### config.mk
export PLATFORM = sky130hd
export DESIGN_NAME = resp_stream_deframer_unit_flat
export DESIGN_NICKNAME = d
export VERILOG_FILES = /design/src/rtl/core/rsdf_pkg.sv /design/src/rtl/core/rsdf_if.sv /design/src/rtl/core/rsdf_count_stack.sv /design/src/rtl/core/rsdf_out_stage.sv /design/src/rtl/core/resp_stream_deframer_unit.sv /design/src/flat_wrapper.sv
export SDC_FILE = /design/constraint.sdc
export NUM_CORES = 1
export LEC_CHECK = 0
export BUFFER_PORTS_ARGS = -buffer_cell sky130_fd_sc_hd__buf_2
export CAP_MARGIN = 30
export CORE_MARGIN = 5
export CORE_UTILIZATION = 68
export DETAILED_ROUTE_END_ITERATION = 8
export PLACE_DENSITY_LB_ADDON = 0.15
export SYNTH_ARGS = -nofsm -noshare
export SYNTH_HDL_FRONTEND = slang
export SYNTH_SLANG_ARGS = --single-unit
### constraint.sdc
create_clock -name clock -period 13.45 [get_ports clock]
set_clock_uncertainty 0.15 [all_clocks]
set_input_delay 2.0175 -clock clock [delete_from_list [all_inputs] [get_ports clock]]
set_output_delay 2.0175 -clock clock [all_outputs]
set_load 0.03 [all_outputs]
### src/rtl/core/rsdf_pkg.sv
// Shared types and constants for the byte-serial response stream deframer.
// No dependencies; compiled first.
`timescale 1ns / 1ps

package rsdf_pkg;

   // sizing
   localparam int MAX_DEPTH = 8;
   localparam int LEN_BITS  = 32;
   localparam int LVL_W     = $clog2(MAX_DEPTH + 1);
   localparam int IDX_W     = (MAX_DEPTH > 1) ? $clog2(MAX_DEPTH) : 1;

   // result field widths
   localparam int KIND_W  = 3;
   localparam int BYTE_W  = 8;
   localparam int NUM_W   = 64;
   localparam int NEST_W  = 4;
   localparam int ERR_W   = 3;

   // largest accepted bulk/array length
   localparam logic [NUM_W-1:0] LEN_LIMIT = (64'd1 << LEN_BITS) - 64'd1;

   // command from the parser to the count stack
   typedef struct packed {
      logic                push;
      logic                finish;
      logic                clear;
      logic [LEN_BITS-1:0] push_count;
   } stk_cmd_type;

   // status back from the count stack
   typedef struct packed {
      logic [LVL_W-1:0] level;
      logic             full;
      logic             fin_msg;   // finishing now would end the message
   } stk_stat_type;

   // one result beat
   typedef struct packed {
      logic [KIND_W-1:0]        elem_type;
      logic [BYTE_W-1:0]        payload_byte;
      logic                     payload_valid;
      logic                     elem_done;
      logic signed [NUM_W-1:0]  number_value;
      logic                     is_null;
      logic                     message_done;
      logic [NEST_W-1:0]        nest_depth;
      logic [ERR_W-1:0]         error_code;
   } rsp_beat_type;

endpackage

### src/rtl/core/rsdf_if.sv
// Stream channel interfaces: raw byte input and deframed result output.
// Depends on rsdf_pkg for field widths.
`timescale 1ns / 1ps

interface rsdf_req_if import rsdf_pkg::*; ();
   logic              valid;
   logic              ready;
   logic [BYTE_W-1:0] data_byte;

   modport source (output valid, output data_byte, input ready);
   modport sink   (input valid, input data_byte, output ready);
endinterface

interface rsdf_rsp_if import rsdf_pkg::*; ();
   logic                    valid;
   logic                    ready;
   logic [KIND_W-1:0]       elem_type;
   logic [BYTE_W-1:0]       payload_byte;
   logic                    payload_valid;
   logic                    elem_done;
   logic signed [NUM_W-1:0] number_value;
   logic                    is_null;
   logic                    message_done;
   logic [NEST_W-1:0]       nest_depth;
   logic [ERR_W-1:0]        error_code;

   modport source (output valid, output elem_type, output payload_byte,
                   output payload_valid, output elem_done, output number_value,
                   output is_null, output message_done, output nest_depth,
                   output error_code, input ready);
   modport sink   (input valid, input elem_type, input payload_byte,
                   input payload_valid, input elem_done, input number_value,
                   input is_null, input message_done, input nest_depth,
                   input error_code, output ready);
endinterface

### src/rtl/core/rsdf_count_stack.sv
// Array element-count stack whose finish pops all filled levels at once.
// Depends on rsdf_pkg.
`timescale 1ns / 1ps

module rsdf_count_stack import rsdf_pkg::*; (
   input  logic         clock,
   input  logic         reset,
   input  stk_cmd_type  cmd,
   output stk_stat_type stat
);

   logic [LEN_BITS-1:0] count_ff [MAX_DEPTH];
   logic                one_ff   [MAX_DEPTH];   // entry holds exactly one
   logic [LVL_W-1:0]    level_ff;

   logic             found;
   logic [IDX_W-1:0] tgt;
   logic [LVL_W-1:0] level_in;
   logic [LEN_BITS-1:0] tgt_count;

   // highest live level whose count is not about to hit zero
   always_comb begin
      found = 1'b0;
      tgt   = '0;
      for (int i = 0; i < MAX_DEPTH; i++) begin
         if ((level_ff > LVL_W'(i)) && !one_ff[i]) begin
            found = 1'b1;
            tgt   = IDX_W'(i);
         end
      end
   end

   assign tgt_count = count_ff[tgt];

   always_comb begin
      level_in = level_ff;
      if (cmd.clear) begin
         level_in = '0;
      end else if (cmd.finish) begin
         level_in = found ? (LVL_W'(tgt) + LVL_W'(1)) : '0;
      end else if (cmd.push) begin
         level_in = level_ff + LVL_W'(1);
      end
   end

   always_ff @(posedge clock) begin
      if (reset) begin
         level_ff <= '0;
      end else begin
         level_ff <= level_in;
      end
   end

   // entries are only read below the level, so they need no reset
   always_ff @(posedge clock) begin
      if (!cmd.clear && cmd.finish && found) begin
         count_ff[tgt] <= tgt_count - LEN_BITS'(1);
         one_ff[tgt]   <= (tgt_count == LEN_BITS'(2));
      end else if (!cmd.clear && !cmd.finish && cmd.push) begin
         count_ff[level_ff[IDX_W-1:0]] <= cmd.push_count;
         one_ff[level_ff[IDX_W-1:0]]   <= (cmd.push_count == LEN_BITS'(1));
      end
   end

   assign stat.level   = level_ff;
   assign stat.full    = (level_ff >= LVL_W'(MAX_DEPTH));
   assign stat.fin_msg = !found;

endmodule

### src/rtl/core/rsdf_out_stage.sv
// Result register driving the output channel.
// Depends on rsdf_pkg and rsdf_rsp_if.
`timescale 1ns / 1ps

module rsdf_out_stage import rsdf_pkg::*; (
   input  logic         clock,
   input  logic         reset,
   input  logic         load,
   input  rsp_beat_type beat,
   output logic         can_load,
   rsdf_rsp_if.source   rsp_chan
);

   logic         valid_ff;
   rsp_beat_type beat_ff;

   assign can_load = !valid_ff || rsp_chan.ready;

   always_ff @(posedge clock) begin
      if (reset) begin
         valid_ff <= 1'b0;
      end else if (load) begin
         valid_ff <= 1'b1;
      end else if (rsp_chan.ready) begin
         valid_ff <= 1'b0;
      end
   end

   always_ff @(posedge clock) begin
      if (load) begin
         beat_ff <= beat;
      end
   end

   assign rsp_chan.valid         = valid_ff;
   assign rsp_chan.elem_type     = beat_ff.elem_type;
   assign rsp_chan.payload_byte  = beat_ff.payload_byte;
   assign rsp_chan.payload_valid = beat_ff.payload_valid;
   assign rsp_chan.elem_done     = beat_ff.elem_done;
   assign rsp_chan.number_value  = beat_ff.number_value;
   assign rsp_chan.is_null       = beat_ff.is_null;
   assign rsp_chan.message_done  = beat_ff.message_done;
   assign rsp_chan.nest_depth    = beat_ff.nest_depth;
   assign rsp_chan.error_code    = beat_ff.error_code;

endmodule

### src/rtl/core/resp_stream_deframer_unit.sv
// Top level of the byte-serial response stream deframer.
// Depends on rsdf_pkg, rsdf_if, rsdf_count_stack and rsdf_out_stage.
`timescale 1ns / 1ps

// Usage
//   req_chan : one raw protocol byte per beat (valid/ready).
//   rsp_chan : exactly one result beat per input beat, in order: element
//              kind, payload byte, element/message end marks, header value,
//              null mark, nesting depth and error code.
//   csr_wr_*: bulk_no_trailer, written while the block is idle; set for
//              replication sync bulks that carry no trailing CR LF.
// Path: a byte accepted into the input register is parsed combinationally;
//   its result beat is then loaded into the result register driving rsp_chan.
// Throughput: one byte per cycle while rsp_chan is ready; set by the single
//   parse step between the input register and the result register.
// Reset: expects a type byte, count stack empty, bulk_no_trailer cleared,
//   both registers empty. No clearing pass is needed.
// Stall: while rsp_chan is stalled one more byte is taken into the input
//   register; then req_chan.ready drops until the result is taken.
// Errors are flagged on the bad byte; the stack empties and, unless that
//   byte was LF, the bytes up to and including the next LF are dropped.

module resp_stream_deframer_unit import rsdf_pkg::*; (
   input  logic      clock,
   input  logic      reset,
   rsdf_req_if.sink   req_chan,
   rsdf_rsp_if.source rsp_chan,
   input  logic      csr_wr_en,
   input  logic      csr_wr_data
);

   // parse phases
   localparam logic [2:0] PH_TYPE     = 3'd0;
   localparam logic [2:0] PH_LINE     = 3'd1;
   localparam logic [2:0] PH_NUM      = 3'd2;
   localparam logic [2:0] PH_HDR_LF   = 3'd3;
   localparam logic [2:0] PH_BULK     = 3'd4;
   localparam logic [2:0] PH_TRAIL_CR = 3'd5;
   localparam logic [2:0] PH_END_LF   = 3'd6;
   localparam logic [2:0] PH_SKIP     = 3'd7;

   // element kinds
   localparam logic [KIND_W-1:0] K_SIMPLE = 3'd0;
   localparam logic [KIND_W-1:0] K_ERROR  = 3'd1;
   localparam logic [KIND_W-1:0] K_INT    = 3'd2;
   localparam logic [KIND_W-1:0] K_BULK   = 3'd3;
   localparam logic [KIND_W-1:0] K_ARRAY  = 3'd4;

   // error codes
   localparam logic [ERR_W-1:0] ERR_OK    = 3'd0;
   localparam logic [ERR_W-1:0] ERR_TYPE  = 3'd1;
   localparam logic [ERR_W-1:0] ERR_INT   = 3'd2;
   localparam logic [ERR_W-1:0] ERR_LEN   = 3'd3;
   localparam logic [ERR_W-1:0] ERR_DEEP  = 3'd4;

   // wire characters
   localparam logic [7:0] CH_CR    = 8'h0D;
   localparam logic [7:0] CH_LF    = 8'h0A;
   localparam logic [7:0] CH_PLUS  = 8'h2B;
   localparam logic [7:0] CH_MINUS = 8'h2D;
   localparam logic [7:0] CH_COLON = 8'h3A;
   localparam logic [7:0] CH_BULK  = 8'h24;
   localparam logic [7:0] CH_STAR  = 8'h2A;
   localparam logic [7:0] CH_ZERO  = 8'h30;
   localparam logic [7:0] CH_NINE  = 8'h39;

   localparam logic [67:0] POS_LIM = 68'h0_7FFF_FFFF_FFFF_FFFF;
   localparam logic [67:0] NEG_LIM = 68'h0_8000_0000_0000_0000;

   // config
   logic cfg_no_trailer_ff;

   // input register
   logic              in_valid_ff;
   logic [BYTE_W-1:0] in_byte_ff;

   // parser state
   logic [2:0]          phase_ff,  phase_in;
   logic [KIND_W-1:0]   kind_ff,   kind_in;
   logic [NUM_W-1:0]    acc_ff,    acc_in;
   logic                neg_ff,    neg_in;
   logic                digit_ff,  digit_in;
   logic [LEN_BITS-1:0] left_ff,   left_in;

   logic         out_free;
   logic         advance;
   stk_cmd_type  cmd_c, stk_cmd;
   stk_stat_type stk_stat;
   rsp_beat_type beat_c;

   // per-byte decode
   logic [BYTE_W-1:0] b;
   logic              is_digit;
   logic [67:0]       acc_x10;
   logic [67:0]       lim;
   logic              fin;
   logic [ERR_W-1:0]  err;

   assign advance       = in_valid_ff && out_free;
   assign req_chan.ready = !in_valid_ff || out_free;

   always_ff @(posedge clock) begin
      if (reset) begin
         cfg_no_trailer_ff <= 1'b0;
      end else if (csr_wr_en) begin
         cfg_no_trailer_ff <= csr_wr_data;
      end
   end

   always_ff @(posedge clock) begin
      if (reset) begin
         in_valid_ff <= 1'b0;
      end else if (req_chan.valid && req_chan.ready) begin
         in_valid_ff <= 1'b1;
      end else if (advance) begin
         in_valid_ff <= 1'b0;
      end
   end

   always_ff @(posedge clock) begin
      if (req_chan.valid && req_chan.ready) begin
         in_byte_ff <= req_chan.data_byte;
      end
   end

   assign b        = in_byte_ff;
   assign is_digit = (b >= CH_ZERO) && (b <= CH_NINE);
   // accum * 10 + digit, wide enough to never wrap
   assign acc_x10  = {1'b0, acc_ff, 3'b000} + {3'b000, acc_ff, 1'b0}
                     + {64'd0, b[3:0]};
   assign lim      = neg_ff ? NEG_LIM : POS_LIM;

   always_comb begin
      phase_in = phase_ff;
      kind_in  = kind_ff;
      acc_in   = acc_ff;
      neg_in   = neg_ff;
      digit_in = digit_ff;
      left_in  = left_ff;
      fin      = 1'b0;
      err      = ERR_OK;
      cmd_c    = '0;
      beat_c   = '0;

      case (phase_ff)
         PH_TYPE: begin
            acc_in   = '0;
            neg_in   = 1'b0;
            digit_in = 1'b0;
            phase_in = PH_NUM;
            if (b == CH_PLUS) begin
               kind_in  = K_SIMPLE;
               phase_in = PH_LINE;
            end else if (b == CH_MINUS) begin
               kind_in  = K_ERROR;
               phase_in = PH_LINE;
            end else if (b == CH_COLON) begin
               kind_in = K_INT;
            end else if (b == CH_BULK) begin
               kind_in = K_BULK;
            end else if (b == CH_STAR) begin
               kind_in = K_ARRAY;
            end else begin
               kind_in = K_SIMPLE;
               err     = ERR_TYPE;
            end
         end
         PH_LINE: begin
            if (b == CH_CR) begin
               phase_in = PH_END_LF;
            end else begin
               beat_c.payload_byte  = b;
               beat_c.payload_valid = 1'b1;
            end
         end
         PH_NUM: begin
            if (is_digit) begin
               if (acc_x10 > lim) begin
                  err = ERR_INT;
               end else begin
                  acc_in   = acc_x10[NUM_W-1:0];
                  digit_in = 1'b1;
               end
            end else if (b == CH_MINUS && !digit_ff && !neg_ff) begin
               neg_in = 1'b1;
            end else if (b == CH_CR && digit_ff) begin
               // "-0" is plain zero
               if (acc_ff == '0) begin
                  neg_in = 1'b0;
               end
               if (kind_ff >= K_BULK &&
                   ((neg_ff && acc_ff != '0) ? (acc_ff != NUM_W'(1))
                                            : (acc_ff > LEN_LIMIT))) begin
                  err = ERR_LEN;
               end else begin
                  phase_in = PH_HDR_LF;
               end
            end else begin
               err = ERR_INT;
            end
         end
         PH_HDR_LF: begin
            if (b != CH_LF) begin
               err = ERR_INT;
            end else begin
               beat_c.number_value = neg_ff ? (NUM_W'(0) - acc_ff) : acc_ff;
               if (kind_ff == K_INT) begin
                  fin = 1'b1;
               end else if (neg_ff) begin
                  beat_c.is_null = 1'b1;
                  fin            = 1'b1;
               end else if (kind_ff == K_BULK) begin
                  if (acc_ff != '0) begin
                     left_in  = acc_ff[LEN_BITS-1:0];
                     phase_in = PH_BULK;
                  end else if (cfg_no_trailer_ff) begin
                     fin = 1'b1;
                  end else begin
                     phase_in = PH_TRAIL_CR;
                  end
               end else if (acc_ff == '0) begin
                  fin = 1'b1;
               end else if (stk_stat.full) begin
                  beat_c.number_value = '0;
                  err                 = ERR_DEEP;
               end else begin
                  cmd_c.push       = 1'b1;
                  cmd_c.push_count = acc_ff[LEN_BITS-1:0];
                  beat_c.elem_done = 1'b1;
                  phase_in         = PH_TYPE;
               end
            end
         end
         PH_BULK: begin
            beat_c.payload_byte  = b;
            beat_c.payload_valid = 1'b1;
            left_in              = left_ff - LEN_BITS'(1);
            if (left_ff == LEN_BITS'(1)) begin
               if (cfg_no_trailer_ff) begin
                  fin = 1'b1;
               end else begin
                  phase_in = PH_TRAIL_CR;
               end
            end
         end
         PH_TRAIL_CR: begin
            if (b == CH_CR) begin
               phase_in = PH_END_LF;
            end else begin
               err = ERR_LEN;
            end
         end
         PH_END_LF: begin
            if (b == CH_LF) begin
               fin = 1'b1;
            end else begin
               err = ERR_LEN;
            end
         end
         default: begin
            // dropping bytes until the line ends
            if (b == CH_LF) begin
               phase_in = PH_TYPE;
            end
         end
      endcase

      if (fin) begin
         cmd_c.finish        = 1'b1;
         beat_c.elem_done    = 1'b1;
         beat_c.message_done = stk_stat.fin_msg;
         phase_in            = PH_TYPE;
      end
      if (err != ERR_OK) begin
         cmd_c.clear = 1'b1;
         phase_in    = (b == CH_LF) ? PH_TYPE : PH_SKIP;
      end

      beat_c.elem_type  = kind_in;
      beat_c.nest_depth = NEST_W'(stk_stat.level);
      beat_c.error_code = err;
   end

   // stack only moves on a byte that is really processed
   always_comb begin
      stk_cmd        = cmd_c;
      stk_cmd.push   = cmd_c.push   && advance;
      stk_cmd.finish = cmd_c.finish && advance;
      stk_cmd.clear  = cmd_c.clear  && advance;
   end

   always_ff @(posedge clock) begin
      if (reset) begin
         phase_ff <= PH_TYPE;
         kind_ff  <= K_SIMPLE;
         acc_ff   <= '0;
         neg_ff   <= 1'b0;
         digit_ff <= 1'b0;
         left_ff  <= '0;
      end else if (advance) begin
         phase_ff <= phase_in;
         kind_ff  <= kind_in;
         acc_ff   <= acc_in;
         neg_ff   <= neg_in;
         digit_ff <= digit_in;
         left_ff  <= left_in;
      end
   end

   rsdf_count_stack u_stack (
      .clock (clock),
      .reset (reset),
      .cmd   (stk_cmd),
      .stat  (stk_stat)
   );

   rsdf_out_stage u_out (
      .clock    (clock),
      .reset    (reset),
      .load     (advance),
      .beat     (beat_c),
      .can_load (out_free),
      .rsp_chan (rsp_chan)
   );

   // an error beat never closes an element
   a_err_no_done: assert property (@(posedge clock) disable iff (reset)
      (rsp_chan.valid && rsp_chan.error_code != ERR_OK)
         |-> (!rsp_chan.elem_done && !rsp_chan.message_done))
      else $error("error beat marks an element end");

   // a message can only end where an element ends
   a_msg_elem: assert property (@(posedge clock) disable iff (reset)
      (rsp_chan.valid && rsp_chan.message_done) |-> rsp_chan.elem_done)
      else $error("message end without element end");

   // every error empties the count stack
   a_err_clears: assert property (@(posedge clock) disable iff (reset)
      (advance && err != ERR_OK) |=> (stk_stat.level == '0))
      else $error("stack not empty after error");

   // a null header always reports minus one
   a_null_value: assert property (@(posedge clock) disable iff (reset)
      (rsp_chan.valid && rsp_chan.is_null) |-> (rsp_chan.number_value == -64'sd1))
      else $error("null header with value other than -1");

   // the depth never passes the stack size
   a_depth_bound: assert property (@(posedge clock) disable iff (reset)
      stk_stat.level <= LVL_W'(MAX_DEPTH))
      else $error("nesting level beyond stack size");

endmodule

### src/flat_wrapper.sv
// flat-port wrapper written by rule: the top's interface ports become plain ports
module resp_stream_deframer_unit_flat import rsdf_pkg::*;
  (clock, reset, csr_wr_en, csr_wr_data, req_chan_valid, req_chan_data_byte, req_chan_ready, rsp_chan_valid, rsp_chan_elem_type, rsp_chan_payload_byte, rsp_chan_payload_valid, rsp_chan_elem_done, rsp_chan_number_value, rsp_chan_is_null, rsp_chan_message_done, rsp_chan_nest_depth, rsp_chan_error_code, rsp_chan_ready);
  rsdf_req_if req_chan_i ();
  rsdf_rsp_if rsp_chan_i ();
  input  logic clock;
  input  logic reset;
  input  logic csr_wr_en;
  input  logic csr_wr_data;
  input wire logic [$bits(req_chan_i.valid)-1:0] req_chan_valid;
  input wire logic [$bits(req_chan_i.data_byte)-1:0] req_chan_data_byte;
  output wire logic [$bits(req_chan_i.ready)-1:0] req_chan_ready;
  output wire logic [$bits(rsp_chan_i.valid)-1:0] rsp_chan_valid;
  output wire logic [$bits(rsp_chan_i.elem_type)-1:0] rsp_chan_elem_type;
  output wire logic [$bits(rsp_chan_i.payload_byte)-1:0] rsp_chan_payload_byte;
  output wire logic [$bits(rsp_chan_i.payload_valid)-1:0] rsp_chan_payload_valid;
  output wire logic [$bits(rsp_chan_i.elem_done)-1:0] rsp_chan_elem_done;
  output wire logic [$bits(rsp_chan_i.number_value)-1:0] rsp_chan_number_value;
  output wire logic [$bits(rsp_chan_i.is_null)-1:0] rsp_chan_is_null;
  output wire logic [$bits(rsp_chan_i.message_done)-1:0] rsp_chan_message_done;
  output wire logic [$bits(rsp_chan_i.nest_depth)-1:0] rsp_chan_nest_depth;
  output wire logic [$bits(rsp_chan_i.error_code)-1:0] rsp_chan_error_code;
  input wire logic [$bits(rsp_chan_i.ready)-1:0] rsp_chan_ready;
  assign req_chan_i.valid = req_chan_valid;
  assign req_chan_i.data_byte = req_chan_data_byte;
  assign req_chan_ready = req_chan_i.ready;
  assign rsp_chan_valid = rsp_chan_i.valid;
  assign rsp_chan_elem_type = rsp_chan_i.elem_type;
  assign rsp_chan_payload_byte = rsp_chan_i.payload_byte;
  assign rsp_chan_payload_valid = rsp_chan_i.payload_valid;
  assign rsp_chan_elem_done = rsp_chan_i.elem_done;
  assign rsp_chan_number_value = rsp_chan_i.number_value;
  assign rsp_chan_is_null = rsp_chan_i.is_null;
  assign rsp_chan_message_done = rsp_chan_i.message_done;
  assign rsp_chan_nest_depth = rsp_chan_i.nest_depth;
  assign rsp_chan_error_code = rsp_chan_i.error_code;
  assign rsp_chan_i.ready = rsp_chan_ready;
  resp_stream_deframer_unit u_core (.clock(clock), .reset(reset), .req_chan(req_chan_i), .rsp_chan(rsp_chan_i), .csr_wr_en(csr_wr_en), .csr_wr_data(csr_wr_data));
endmodule
==> results.json, run 1 <==
{
  "clock_sinks": 469,
  "final_hold_viol_count": 0,
  "io_buffer_count": 101,
  "drtPass1Iterations": 7,
  "syn2layout_area_growth_pct": 8.53,
  "setup_viol": 0,
  "path_cells": "fa_1 -> ha_1 -> a211oi_1 -> o21ai_1 -> a41oi_1 -> o41ai_1 -> a22oi_1 -> o41ai_1 -> and2_1 -> a21oi_1 -> xnor2_1 -> ha_1 -> nand4_1 -> nor4_1 -> nand4_1 -> o22ai_1 -> a31oi_1 -> a211oi_1 -> o31ai_1 -> nor3_1 -> o211a_2 -> buf_4 -> nand3_1 -> a21oi_1",
  "wl_per_cell_um": 23.0,
  "stdcell_area_um2": 30200,
  "combPwrFrac_pct": 5.6,
  "cts_made_buffers": 48,
  "crit_cells": 24,
  "p_int_uw": 2340,
  "syn_nets": 3039,
  "grt_max_degree": 78,
  "synth_cells": 2821,
  "ys_ff_latch": 469,
  "maxCapViolations": 0,
  "min_period_ns": 8.19,
  "drive_above_1_share_pct": 9.50,
  "cts_hold_buf": 0,
  "period_share_pct": 60.9,
  "layout_common_cells": "361 x nand2_1, 358 x edfxtp_1, 231 x a21oi_1",
  "worstSkewPairLatency_ns": 0.59,
  "dieHeight_um": 212,
  "wirelength_mm": 78.5,
  "start_util_pct": 68.5,
  "hold_class": "reg -> reg",
  "yosysTopAreaCellShare_pct": 38.6,
  "rsz0062_at_grt": "no",
  "yosys_warnings": 0,
  "synth_top_area_cell": "edfxtp_1",
  "ys_seq_area_share_pct": 46.6,
  "postPlaceCellArea_um2": 28700,
  "ff2ff_path_depth": 24,
  "p_sw_uw": 726,
  "crit_family": "compound AO/OA/AOI/OAI gates",
  "cpPeakStageDelay_ns": 0.76,
  "synth-async-reset-ratio_pct": 0,
  "clkPwrFrac_pct": 43.2,
  "coreArea_um2": 40600,
  "r2r-start": "u_core.b[3]$_DFFE_PP_",
  "ant_nets": 0,
  "grt_pass1_wl_mm": 123,
  "cts_buffer_depth": 3,
  "dieArea_um2": 45100,
  "grt_util_all_layers_pct": 34.3,
  "drv_slew": 0,
  "drt_iter0_markers": 2570,
  "seqPwrFrac_pct": 51.3,
  "timing.fmax_ghz": 0.122,
  "path_max_fanout": 38,
  "end_kind": "flip-flop",
  "grt_pass1_vias": 22800,
  "post_cts_buffers": 0,
  "viasPerCell": 6.77,
  "grt-ovfl-total": 0,
  "cp_slowest_cell": "o41ai_1",
  "switching_share_pct": 23.7,
  "setup_tns_ns": 0,
  "rrSetupSlack_ns": 5.26,
  "cp_data_arrival_time_ns": 8.55,
  "fin_nets": 3062,
  "path_buf_inv": 1,
  "startpoint_type": "flip-flop",
  "io_pins": 102,
  "timing.slew.headroom_pct": 31.8,
  "htree_levels": 2,
  "place_congestion": 0.970,
  "placedCellCount": 3325,
  "p_per_area_nw_per_um2": 101,
  "antenna_found_initial": 0,
  "vias": 23100,
  "worst_pin_slew_ns": 1.01,
  "postCtsResizedCells": 0,
  "num_antenna_cells": 0,
  "num_rows": 74,
  "cp.required_ns": 13.81,
  "endpoint": "u_core.acc_ff[60]$_SDFFE_PP0P_",
  "rr_endpoint": "u_core.acc_ff[60]$_SDFFE_PP0P_",
  "crit_type": "reg -> reg",
  "p_leak_uw": 0.0121,
  "avgSynthCellArea_um2": 9.87,
  "drc": 0,
  "final_common_cell": "nand2_1",
  "status": "complete, no violations",
  "netlist_area_um2": 27800,
  "cts_tree": "done",
  "instances_no_fill": 3415,
  "yosysUniqueCellTypes": 100,
  "crit_path_start": "u_core.b[3]$_DFFE_PP_",
  "ir_worst_vdd_mv": 0.0947,
  "ys.flop_type": "edfxtp_1",
  "die_x_um": 212,
  "synth_area_leaders": "edfxtp_1 39%, ha_1 9.1%, dfxtp_1 8.0%",
  "synth_edf_count": 358,
  "clockRootBuffer": "clkbuf_16",
  "path_clk_slew_ns": 0.06,
  "hpwl_mm": 53.5,
  "finalPower_uw": 3070
}
## kinds of logic (layout without fill, tap and decap cells)
| group | after synthesis | count (layout) | synth area share [%] |
|---|---|---|---|
| buffers and inverters | 211 | 273 | 3.16 |
| xor gates and xnor gates | 155 | 155 | 4.87 |
| DFF | 469 | 469 | 46.6 |
| adders and majority gates | 204 | 204 | 9.22 |
| and+or+nand+nor | 988 | 988 | 16.5 |
| AOI/OAI and AO/OA | 686 | 686 | 15.7 |
| muxes | 108 | 108 | 3.97 |
## worst register-to-register path, stage by stage, from the launching register on
cell      delay (ns)
edfxtp_1        0.53
fa_1            0.55
ha_1            0.32
a211oi_1        0.09
o21ai_1         0.29
a41oi_1         0.21
o41ai_1         0.76
a22oi_1         0.38
o41ai_1         0.67
and2_1          0.25
a21oi_1         0.08
xnor2_1         0.15
ha_1            0.31
nand4_1         0.12
nor4_1          0.53
nand4_1         0.24
o22ai_1         0.17
a31oi_1         0.09
a211oi_1        0.21
o31ai_1         0.15
nor3_1          0.28
o211a_2         0.63
buf_4           0.55
nand3_1         0.16
a21oi_1         0.21
## final cells by class
type	instances	area [um^2]
Timing Repair Buffer	133	752
Clock buffer	51	1220
Inverter	51	194
Multi-Input combinational cell	2141	14100
Sequential cell	469	13000
Tap cell	532	666
Clock inverter	38	330
Fill cell	2812	10400
## synth_stat cells, types with 11 or more instances
cell / n
or4_1: 13
nand4_1: 50
dfxtp_1: 111
o21ai_0: 147
o22ai_1: 18
a22oi_1: 17
nand3_1: 139
nand2_1: 361
buf_1: 18
nand2b_1: 20
nor3_1: 49
a311oi_1: 12
mux2i_1: 101
clkbuf_1: 107
xnor2_1: 58
o41ai_1: 22
edfxtp_1: 358
and2_1: 18
and3_1: 31
or3_1: 17
a21oi_1: 231
ha_1: 202
o31ai_1: 31
nor2_1: 227
o21a_1: 17
a211oi_1: 31
a21o_1: 28
inv_1: 47
xor2_1: 97
a31oi_1: 29
nor4_1: 14
buf_2: 23
nor2b_1: 11
## stage by stage
stage	utilization [%]	worst slack [ns]	hold WS (ns)
after floorplan	-	5.63	0.305
after global placement	70.5	5.24	0.317
after detailed placement	70.5	5.17	0.329
after CTS	74.3	5.07	0.337
after global routing	74.4	4.54	0.364
final	74.4	5.26	0.338
## registers in the layout (all words and copies together), names as in the netlist, 3 cells and up
| register | cells |
|---|---|
| u_core.u_out.rsp_chan.elem_type | 3 |
| u_core.kind_ff | 3 |
| u_core.u_stack.one_ff | 8 |
| u_core.u_stack.count_ff | 256 |
| u_core.u_out.rsp_chan.error_code | 3 |
| u_core.u_out.rsp_chan.number_value | 64 |
| u_core.u_out.rsp_chan.nest_depth | 4 |
| u_core.u_stack.level_ff | 4 |
| u_core.phase_ff | 3 |
| u_core.left_ff | 32 |
| u_core.b | 8 |
| u_core.acc_ff | 64 |
| u_core.u_out.rsp_chan.payload_byte | 8 |
## worst min path at each step
| stage | startpoint | endpoint | cells after the start |
|---|---|---|---|
| 3_3_place_gp | u_core.left_ff[10]$_SDFFE_PP0P_ | u_core.left_ff[10]$_SDFFE_PP0P_ | 2 |
| 3_5_place_dp | u_core.left_ff[10]$_SDFFE_PP0P_ | u_core.left_ff[10]$_SDFFE_PP0P_ | 2 |
| 6_report | u_core.left_ff[10]$_SDFFE_PP0P_ | u_core.left_ff[10]$_SDFFE_PP0P_ | 2 |
| 2_1_floorplan | u_core.left_ff[10]$_SDFFE_PP0P_ | u_core.left_ff[10]$_SDFFE_PP0P_ | 2 |
| 4_1_cts | u_core.left_ff[10]$_SDFFE_PP0P_ | u_core.left_ff[10]$_SDFFE_PP0P_ | 2 |
| 5_1_grt | u_core.left_ff[10]$_SDFFE_PP0P_ | u_core.left_ff[10]$_SDFFE_PP0P_ | 2 |
## metal layers
layer  track usage (%)  vias to the layer above  routed length [um]
met3              5.52                      269                6610
met1              43.0                    11100               29400
met4              13.7                        0                3640
li1                  -                    10500                   -
met5                 0                        -                   0
met2              59.8                     1210               38900
## power groups by stage
| stage | clock, uW | combinational (uW) | sequential (uW) |
|---|---|---|---|
| final | 1320 | 171 | 1570 |
| after global routing | 1400 | 184 | 1570 |
| after CTS | 1330 | 167 | 1570 |
| after detailed placement | 0 | 166 | 1600 |
| after global placement | 0 | 162 | 1600 |
| after floorplan | 0 | 99.8 | 1620 |
Power figures use the tool's default switching activity.
==> run 2: changes to the inputs <==
- CORE_UTILIZATION: 68 -> 57
- clock period: 13.45 -> 7 ns (I/O delays scaled with it)
==> run 2 against run 1 <==
Net effect: die area rose by 18%; power grew 97%; via count fell by 1.3%; non-clock buffer count up 73; critical path depth rose by 7; combinational power is 100% higher; wire length rose by 2.2%; sequential power up 92%; register-to-register slack worse by 4.9 ns; global-route usage fell by 5.0 points; cell area increased by 3.2%; critical endpoint is now u_core.acc_ff[45]$_SDFFE_PP0P_; setup slack lost 4.9 ns.
==> results.json, run 2 (synthesis results as in run 1) <==
{
  "status": "complete, no violations",
  "drt_iter0_markers": 2118,
  "drtPass1Iterations": 5,
  "timing.slew.headroom_pct": 33.3,
  "rsz0062_at_grt": "yes",
  "viasPerCell": 6.37,
  "placedCellCount": 3480,
  "clockRootBuffer": "clkbuf_16",
  "p_leak_uw": 0.0126,
  "rr_endpoint": "u_core.acc_ff[45]$_SDFFE_PP0P_",
  "worstHoldStart": "u_core.left_ff[10]$_SDFFE_PP0P_",
  "path_clk_slew_ns": 0.06,
  "vias": 22800,
  "dieHeight_um": 231,
  "maxCapViolations": 0,
  "p_per_area_nw_per_um2": 193,
  "cts_buffer_depth": 3,
  "setup_viol": 0,
  "num_antenna_cells": 0,
  "final_common_cell": "nand2_1",
  "timing.fmax_ghz": 0.150,
  "end_kind": "flip-flop",
  "cts_hold_buf": 0,
  "cts_made_buffers": 49,
  "min_period_ns": 6.66,
  "ir_worst_vdd_mv": 0.175,
  "hold_path_depth": 2,
  "syn2layout_area_growth_pct": 12.0,
  "num_rows": 81,
  "grt_pass1_vias": 22500,
  "die_x_um": 231,
  "fin_util_pct": 64.1,
  "cp_data_arrival_time_ns": 7.02,
  "dieArea_um2": 53400,
  "antenna_found_initial": 1,
  "crit_path_start": "u_core.acc_ff[14]$_SDFFE_PP0P_",
  "crit_type": "reg -> reg",
  "largest_reg_flops": 256,
  "io_buffer_count": 101,
  "io_pins": 102,
  "cts_tree": "done",
  "place_congestion": 0.964,
  "min_to": "u_core.left_ff[10]$_SDFFE_PP0P_",
  "final_hold_viol_count": 0,
  "drc": 0,
  "cp_slowest_cell": "o41ai_1",
  "clock_sinks": 469,
  "ff2ff_path_depth": 31,
  "period_share_pct": 95.2,
  "hold_class": "reg -> reg",
  "top_register": "u_core.u_stack.count_ff",
  "startpoint_type": "flip-flop",
  "fin_nets": 3136,
  "coreArea_um2": 48600,
  "fillers": 3947,
  "ant_nets": 0,
  "worstSkewPairLatency_ns": 0.60,
  "wl_per_cell_um": 22.4,
  "wirelength_mm": 80.2,
  "layout_common_cells": "361 x nand2_1, 358 x edfxtp_1, 226 x a21oi_1",
  "drv_slew": 0,
  "worst_pin_slew_ns": 0.997,
  "grt_pass1_wl_mm": 125,
  "hpwl_mm": 55.8,
  "grt_util_all_layers_pct": 29.3,
  "instances_no_fill": 3580,
  "htree_levels": 2,
  "path_max_fanout": 17,
  "r2r-start": "u_core.acc_ff[14]$_SDFFE_PP0P_",
  "cp.required_ns": 7.36,
  "start_util_pct": 57.2,
  "grt_max_degree": 80,
  "rrSetupSlack_ns": 0.34,
  "cpPeakStageDelay_ns": 0.46,
  "drive_above_1_share_pct": 12.5,
  "grt-ovfl-total": 0
}
==> run 2: changes by cell type in the layout (fill, tap and decap cells not counted), sizes merged <==
cell	previous run	this run
clkinvlp	10	7
bufinv	4	5
clkinv	23	20
clkbuf	51	60
buf	133	204
==> run 2: area by class of cell <==
cell class | count | area [um^2] | area share (%)
repair buffers | 206 | 1360 | 4.37
multi-input cells | 2141 | 14200 | 45.6
flip-flops and latches | 469 | 13000 | 41.6
clock buffers | 58 | 1310 | 4.20
inverters | 51 | 194 | 0.622
clock inverters | 33 | 338 | 1.08
well taps | 622 | 778 | 2.49
==> run 2: power by group <==
| part | total [uW] | internal (uW) | switching, uW |
|---|---|---|---|
| combinational | 350 | 96.7 | 253 |
| sequential | 3020 | 2990 | 26.8 |
| clock | 2660 | 1530 | 1130 |
| total | 6030 | 4620 | 1410 |
==> run 2: worst max path at each step <==
stage | end | depth (start not counted)
after floorplan | u_core.u_stack.count_ff[7][0]$_DFFE_PP_ | 8
after global placement | u_core.acc_ff[62]$_SDFFE_PP0P_ | 29
after detailed placement | u_core.phase_ff[0]$_SDFFE_PP0P_ | 26
after CTS | u_core.phase_ff[0]$_SDFFE_PP0P_ | 27
after global routing | u_core.acc_ff[55]$_SDFFE_PP0P_ | 32
final | u_core.acc_ff[45]$_SDFFE_PP0P_ | 31
==> run 2: repair_timing <==
action	in CTS	in global routing
setup buffers	1	6
resized for setup	10	27
gates cloned	0	1
pin swaps	1	10
setup endpoints to repair	72	72
==> run 2: layer usage <==
metal  share of wire [%]  GRT usage (%)
met2                  49           50.9
met4                 4.1           10.7
met5                   0              0
met1                  40           36.8
met3                 6.8           5.27
==> run 2: critical path, delay by kind of cell, from the launching register on <==
kind	cells	cell delay, ns
and+or+nand+nor	7	1.20
buffers and inverters	5	0.90
AOI/OAI and AO/OA	15	2.85
xor gates and xnor gates	1	0.13
DFF	1	0.45
adders and majority gates	3	0.87
==> run 2: through the flow <==
stage / TNS, ns / worst slack [ns] / hold slack [ns] / area (um^2) / total power (uW)
final: 0 / 0.337 / 0.342 / 31200 / 6030
after CTS: 0 / 0.0105 / 0.338 / 31000 / 6050
after floorplan: 0 / 0.144 / 0.305 / 27800 / 3300
after global placement: -22.16 / -0.368 / 0.317 / 29300 / 3410
after detailed placement: -25.05 / -0.520 / 0.328 / 29300 / 3420
after global routing: -0.0117 / -0.00827 / 0.386 / 31200 / 6210
